[src/design/clut_pkg.sv]
// shared constants, types and codes for the color lookup table segment writer
package clut_pkg;

    localparam int ENTRIES   = 256;
    localparam int FRAC_BITS = 16;
    localparam int INT_W     = FRAC_BITS + 1;
    localparam int LOC_W     = $clog2(ENTRIES);
    localparam int LOC_OUT_W = 8;
    localparam int CH_W      = 8;
    localparam int CHANNELS  = 4;
    localparam int CH_IDX_W  = $clog2(CHANNELS);
    localparam int COLOR_W   = CH_W * CHANNELS;
    localparam int NUM_W     = LOC_W + CH_W;
    localparam int DIV_CNT_W = $clog2(CH_W);
    localparam int KIND_W    = 2;

    localparam int IN_BITS   = KIND_W + 2 * INT_W + 2 * COLOR_W;
    localparam int IN_W      = ((IN_BITS + 7) / 8) * 8;
    localparam int OUT_BITS  = COLOR_W + LOC_OUT_W + 1;
    localparam int OUT_W     = ((OUT_BITS + 7) / 8) * 8;

    typedef enum logic [KIND_W-1:0] {
        REQ_SEGMENT = 2'd0,
        REQ_READ    = 2'd1,
        REQ_CLEAR   = 2'd2
    } req_kind_t;

    typedef enum logic [3:0] {
        ST_IDLE,
        ST_MAP,
        ST_DECIDE,
        ST_INIT,
        ST_DIV_START,
        ST_DIV_WAIT,
        ST_WRITE,
        ST_READ_WAIT,
        ST_DONE
    } state_t;

    typedef struct packed {
        logic             wr;
        logic             rd;
        logic             clr;
        logic [LOC_W-1:0] addr;
    } mem_req_t;

    typedef struct packed {
        logic             start;
        logic [NUM_W-1:0] dividend;
        logic [LOC_W-1:0] divisor;
    } div_req_t;

endpackage

[src/design/clut_div.sv]
// bit-serial restoring divider, one quotient bit per cycle
module clut_div (
    input  logic                   clk,
    input  logic                   rst_n,
    input  clut_pkg::div_req_t     req,
    output logic                   done,
    output logic [clut_pkg::CH_W-1:0] quot
);
    import clut_pkg::*;

    logic                 busy_reg, busy_next;
    logic                 done_reg, done_next;
    logic [DIV_CNT_W-1:0] cnt_reg, cnt_next;
    logic [LOC_W-1:0]     rem_reg, rem_next;
    logic [CH_W-1:0]      sh_reg, sh_next;
    logic [CH_W-1:0]      q_reg, q_next;
    logic [LOC_W-1:0]     dvs_reg, dvs_next;
    logic [LOC_W:0]       trial;
    logic [LOC_W:0]       diff;
    logic                 ge;

    assign trial = {rem_reg, sh_reg[CH_W-1]};
    assign ge    = trial >= {1'b0, dvs_reg};
    assign diff  = trial - {1'b0, dvs_reg};

    always_comb
    begin
        busy_next = busy_reg;
        done_next = 1'b0;
        cnt_next  = cnt_reg;
        rem_next  = rem_reg;
        sh_next   = sh_reg;
        q_next    = q_reg;
        dvs_next  = dvs_reg;
        if (req.start)
        begin
            // quotient fits in CH_W bits, so the high part is already below the divisor
            busy_next = 1'b1;
            cnt_next  = '0;
            rem_next  = req.dividend[NUM_W-1:CH_W];
            sh_next   = req.dividend[CH_W-1:0];
            dvs_next  = req.divisor;
        end
        else if (busy_reg)
        begin
            rem_next = ge ? diff[LOC_W-1:0] : trial[LOC_W-1:0];
            q_next   = {q_reg[CH_W-2:0], ge};
            sh_next  = {sh_reg[CH_W-2:0], 1'b0};
            cnt_next = cnt_reg + 1'b1;
            if (cnt_reg == DIV_CNT_W'(CH_W - 1))
            begin
                busy_next = 1'b0;
                done_next = 1'b1;
            end
        end
    end

    always_ff @(posedge clk or negedge rst_n)
    begin
        if (!rst_n)
        begin
            busy_reg <= 1'b0;
            done_reg <= 1'b0;
            cnt_reg  <= '0;
        end
        else
        begin
            busy_reg <= busy_next;
            done_reg <= done_next;
            cnt_reg  <= cnt_next;
        end
    end

    always_ff @(posedge clk)
    begin
        rem_reg <= rem_next;
        sh_reg  <= sh_next;
        q_reg   <= q_next;
        dvs_reg <= dvs_next;
    end

    assign done = done_reg;
    assign quot = q_reg;

endmodule

[config.mk]
export PLATFORM = sky130hd
export DESIGN_NAME = clut_div
export DESIGN_NICKNAME = d
export VERILOG_FILES = /design/src/design/clut_pkg.sv /design/src/design/clut_div.sv
export SDC_FILE = /design/constraint.sdc
export NUM_CORES = 1
export LEC_CHECK = 0
export ABC_AREA = 1
export BUFFER_PORTS_ARGS = -buffer_cell sky130_fd_sc_hd__clkbuf_2
export CORE_MARGIN = 2
export CORE_UTILIZATION = 45
export DETAILED_ROUTE_END_ITERATION = 10
export PLACE_DENSITY = 0.73
export REMOVE_ABC_BUFFERS = 1
export SKIP_CTS_REPAIR_TIMING = 1
export SYNTH_ARGS = -nofsm -noshare
export SYNTH_HDL_FRONTEND = slang
export SYNTH_SLANG_ARGS = --single-unit
export TNS_END_PERCENT = 5
[constraint.sdc]
create_clock -name clk -period 3 [get_ports clk]
set_clock_uncertainty 0.2 [all_clocks]
set_input_delay 0 -clock clk [delete_from_list [all_inputs] [get_ports clk]]
set_output_delay 0 -clock clk [all_outputs]
set_load 0.1 [all_outputs]
==> results of run 1 <==
[layout make-up]
cell class / instances / area share (%)
flip-flops and latches: 37 / 42.7
multi-input cells: 136 / 29.3
repair buffers: 62 / 17.4
inverters: 26 / 3.83
clock buffers: 6 / 2.85
well taps: 50 / 2.46
clock inverters: 2 / 1.52
[per-stage QoR]
stage	instance area, um^2	power (uW)	cells	util, %
2_1_floorplan	1930	1400	199	-
6_report	2550	2030	319	62.3
5_1_grt	2550	2180	319	62.3
3_5_place_dp	2170	1570	285	53.2
4_1_cts	2290	2010	293	55.9
3_3_place_gp	2170	1550	285	53.2
[cell usage in the layout, fill, tap and decap left out, types with 3 or more instances in the layout]
cell type       n
clkbuf_2       35
edfxtp_1       32
nor2_1         10
nand2_2         3
nand2_1        74
dlygate4sd3_1  26
clkbuf_8        5
inv_1          25
ha_1           10
dfrtp_1         5
nand3_1        13
nand3b_1        6
a21oi_1         4
[worst min-delay path by stage]
stage / from / endpoint
after floorplan: rst_n / busy_reg$_DFF_PN0_
after global placement: rst_n / done$_DFF_PN0_
after detailed placement: rst_n / done$_DFF_PN0_
after CTS: rst_n / cnt_reg[2]$_DFFE_PN0P_
after global routing: req[24] / done$_DFF_PN0_
final: req[24] / done$_DFF_PN0_
[logic make-up after synthesis]
logic type,after synthesis
AOI/OAI and AO/OA,7
xor gates and xnor gates,3
adders and majority gates,11
buffers and inverters,29
DFF,37
and+or+nand+nor,115
[where the power goes]
group	internal (uW)	switching, uW	leakage (uW)
Sequential	689	56.8	0.000392
Combinational	308	542	0.000808
Clock	250	185	0.0000554
Total	1250	783	0.00125
[layer usage]
metal / GRT usage [%] / share of wire, % / vias up
li1: - / - / 791
met1: 20.7 / 44 / 731
met2: 28.6 / 50 / 40
met3: 4.22 / 4.6 / 6
met4: 5.34 / 1.3 / 0
met5: 0 / 0 / -
==> results.cfg, run 1 <==
[grt]
grt_max_degree = 20
antenna_found_initial = 0
grt_pass1_vias = 1471
grt_pass1_wl_mm = 6.44
grt.total_usage_pct = 16.7
grt-ovfl-total = 0

[layout]
regArea_mm2 = 0.00109
antenna_cells = 0
drive_gt1_share_pct = 20.1
layout.nets = 306
multi_input_area_um2 = 746
fillCellCount = 347
syn_to_final_growth_pct = 31.0

[synth]
synthFlopType = edfxtp_1
yosysSeqAreaShare_pct = 55.9
ys_seq_elements = 37
synth_xor_area_share_pct = 1.35
synth_compound_area_share_pct = 2.19
syn_inst = 202
ys_top_cells_by_count = nand2_1 (74), edfxtp_1 (32), inv_1 (25), nand3_1 (13)
yosysUniqueCellTypes = 25
synth.cell_area_mm2 = 0.00194
yosys.area_share.simple_pct = 27.4
synth_top_family_by_area = simple AND/OR/NAND/NOR gates
synthMuxAreaShare_pct = 0
yosys-top-cells-area = edfxtp_1 (49%), nand2_1 (14%), dfrtp_1 (6.4%)
syn_avg_cell_area_um2 = 9.62
yosysTopAreaCellShare_pct = 49.5
synth.most_common_cell = nand2_1
synth_area_leader_cell = edfxtp_1
synth_edf_count = 32
async_flop_share_pct = 13.5
synthAdderAreaFrac_pct = 7.47
synth_warnings = 0

[timing]
drv_slew = 0
worst_pin_slew_ns = 0.857
finalWorstSetupSlack_ns = 0.909
timing.fmax_ghz = 0.478
setup_tns_ns = 0
finalSetupViolCount = 0
holdWs_ns = -0.0108
relSlewSlack_pct = 42.6
min_period_over_period_pct = 69.7
final_hold_viol_count = 1
rsz0062_at_grt = no
final.min_clock_period_ns = 2.09

[clocking]
clock_sinks = 37
clockBufferDepth = 2
cts_made_buffers = 5
insertion_delay_ns = 0.29
cts_tree = yes
cts_root_buf = clkbuf_8
htreeDepth = 2
cts.clk_slew.worst_paths_ns = 0.08

[power_and_ir_drop]
ir_drop_uv = 412
power_density_mw_per_mm2 = 797
leakagePower_uw = 0.00125

[setup_path]
critPathMaxStageDelay_ns = 0.41
r2r_cells = 9
critical_path_cell_count = 9
cp.arrival_ns = 1.94
worst_setup_path_end_kind = flip-flop
crit_type = flip-flop to flip-flop
worst_ep_required_time_ns = 2.85
worst_r2r_startpoint = rem_reg[5]$_DFFE_PP_
r2r_end = rem_reg[2]$_DFFE_PP_
crit_fanout = 9
slowest_stage = edfxtp_1
critPathCapture = rem_reg[2]$_DFFE_PP_
path_cells = ha_1 > nand2_1 > nand2_1 > nand2_1 > nand2_1 > nor2_4 > nand3b_1 > nand3_1 > nand2_1
critPathLaunch = rem_reg[5]$_DFFE_PP_
worstSetupStartpointType = flip-flop
crit_family = simple AND/OR/NAND/NOR gates
path_buf_inv = 0
r2r_slack_ns = 0.91
crit_path_frequent_cell = nand2_1

[routing]
firstDrtPassIters = 4
vias = 1568
drt-initial-drc-count = 86
via_per_inst = 4.92
ant_nets = 0
wl_mm = 4.16
drc_errors = 0
wire_per_inst_um = 13.0

[run_status]
status = finished, violations left
violations = hold timing

[die]
io_pins = 36
dieArea_mm2 = 0.00486
die_w_um = 69.7
initial_core_util_pct = 47.6
core_mm2 = 0.00409
placementRows = 23
die-height_um = 69.7

[flow_run]
cap_viol_max_count = 0

[min_path]
min_path_cells = 2
min_path_type = input port to flip-flop

[place]
dp_hpwl_mm = 2.76
pre_cts_slack_ns = 0.942
gp_congestion = 0.828
port_buffers = 35
Power figures use the tool's default switching activity.
==> run 2, diff against run 1 <==
--- a/config.mk
+++ b/config.mk
@@ -10,7 +10,7 @@
 export CORE_MARGIN = 2
 export CORE_UTILIZATION = 45
 export DETAILED_ROUTE_END_ITERATION = 10
-export PLACE_DENSITY = 0.73
+export PLACE_DENSITY = 0.75
 export REMOVE_ABC_BUFFERS = 1
 export SKIP_CTS_REPAIR_TIMING = 1
 export SYNTH_ARGS = -nofsm -noshare
==> constraint.sdc (replaced) <==
create_clock -name clk -period 1.68 [get_ports clk]
set_clock_uncertainty 0.2 [all_clocks]
set_input_delay 0 -clock clk [delete_from_list [all_inputs] [get_ports clk]]
set_output_delay 0 -clock clk [all_outputs]
set_load 0.1 [all_outputs]
==> run 2 against run 1 <==
Effect of this change: the run ends with setup timing left; global-route usage barely moved; worst hold slack gained 0.24 ns; non-clock buffer count up 23; critical path type unchanged; largest cell class unchanged; largest power group unchanged.
==> results.cfg, run 2 (synthesized netlist as in run 1, its figures left out) <==
[grt]
grt_pass1_wl_mm = 6.40
grt_pass1_vias = 1519
antenna_found_initial = 0
grt.total_usage_pct = 16.7
grt-ovfl-total = 0
grt_max_degree = 18

[setup_path]
worst_ep_required_time_ns = 1.53
crit_type = flip-flop to flip-flop
worstSetupStartpointType = flip-flop
worst_setup_path_end_kind = flip-flop
cp.arrival_ns = 1.94
crit_fanout = 5

[run_status]
status = finished, violations left
violations = setup timing

[routing]
wl_mm = 4.59
drt-initial-drc-count = 75
ant_nets = 0
wire_per_inst_um = 13.3
drc_errors = 0
via_per_inst = 4.96
vias = 1705
firstDrtPassIters = 4

[clocking]
clockBufferDepth = 2
cts_tree = yes
clock_sinks = 37
cts_root_buf = clkbuf_8
cts.clk_slew.worst_paths_ns = 0.07
insertion_delay_ns = 0.29
htreeDepth = 2
cts_made_buffers = 5

[place]
dp_hpwl_mm = 2.60
placement.cell_area_mm2 = 0.00230
port_buffers = 35
gp_congestion = 0.815
pre_cts_slack_ns = -0.364

[timing]
worst_pin_slew_ns = 0.676
min_period_over_period_pct = 124
drv_slew = 0
final_hold_viol_count = 0
timing.fmax_ghz = 0.478
final.min_clock_period_ns = 2.09
relSlewSlack_pct = 54.9
rsz0062_at_grt = yes
finalSetupViolCount = 9
finalWorstSetupSlack_ns = -0.410

[layout]
antenna_cells = 0
postLayoutCellArea_mm2 = 0.00291
layout_commonest_cell = nand2_1
syn_to_final_growth_pct = 49.5
layout.nets = 331
utilization_pct = 71.1
drive_gt1_share_pct = 34.0
final_cell_mix = nand2_1 (67), clkbuf_2 (35), edfxtp_1 (32), dlygate4sd3_1 (27)

[power_and_ir_drop]
ir_drop_uv = 901
power_density_mw_per_mm2 = 1480
leakagePower_uw = 0.00139

[die]
die-height_um = 69.7
core_mm2 = 0.00409
die_w_um = 69.7
initial_core_util_pct = 47.6
placementRows = 23
dieArea_mm2 = 0.00486
io_pins = 36

[flow_run]
cap_viol_max_count = 0

[min_path]
min_path_type = input port to flip-flop
-- run 2: cell types whose count changed in the layout (fill, tap and decap cells not counted), sizes merged --
cell	previous run	this run
buf	1	23
dlygate4sd3	26	27
nand2	79	80
nor2	13	14
-- run 2: worst max-delay path: stages, from the launching register on --
cell	delay [ns]
edfxtp_1	0.39
ha_1	0.35
nand2_4	0.06
nor2_4	0.12
nand2_2	0.08
nor2_4	0.15
nor2_4	0.06
buf_6	0.13
nand2_8	0.08
nand2_1	0.08
nand3_2	0.07
nand2_1	0.06
-- run 2: area by class of cell --
cell class / count / area (um^2)
repair buffers: 85 / 622
clock inverters: 2 / 38.8
multi-input cells: 138 / 926
clock buffers: 6 / 72.6
flip-flops and latches: 37 / 1090
well taps: 50 / 62.6
inverters: 26 / 97.6
fillers: 264 / 1180
-- run 2: final timing paths --
kind | start | to | slack, ns | cells after the start
max in group asynchronous | rst_n | cnt_reg[0]$_DFFE_PN0P_ | 0.65 | 3
hold reg to reg | quot[1]$_DFFE_PP_ | quot[2]$_DFFE_PP_ | 0.25 | 0
setup reg to reg | rem_reg[0]$_DFFE_PP_ | rem_reg[2]$_DFFE_PP_ | -0.41 | 11
min in group asynchronous | rst_n | busy_reg$_DFF_PN0_ | 0.44 | 3
hold / removal | req[1] | dvs_reg[1]$_DFFE_PP_ | 0.22 | 2
setup / recovery | rem_reg[0]$_DFFE_PP_ | rem_reg[2]$_DFFE_PP_ | -0.41 | 11
-- run 2: report_power, final --
| part | internal, uW | switching (uW) |
|---|---|---|
| Combinational | 935 | 1250 |
| Clock | 445 | 315 |
| Sequential | 1230 | 132 |
-- run 2: per-layer routing --
| layer | share of wire (%) | vias up | GRT usage (%) |
|---|---|---|---|
| met1 | 41 | 781 | 20.5 |
| met2 | 51 | 66 | 27.6 |
| met4 | 3.0 | 0 | 7.48 |
| li1 | - | 845 | - |
| met3 | 5.3 | 13 | 4.36 |
| met5 | 0 | - | 0 |
-- run 2: metrics by stage --
step | TNS, ns | hold WS, ns | power, uW | std cells
final | -3.29 | 0.225 | 4310 | 344
after global routing | -4.09 | 0.245 | 4600 | 344
after CTS | -3.26 | -0.688 | 3770 | 310
after detailed placement | -3.13 | -0.374 | 2990 | 302
after global placement | -2.76 | -0.380 | 2960 | 302
after floorplan | -1.55 | -0.496 | 2510 | 199
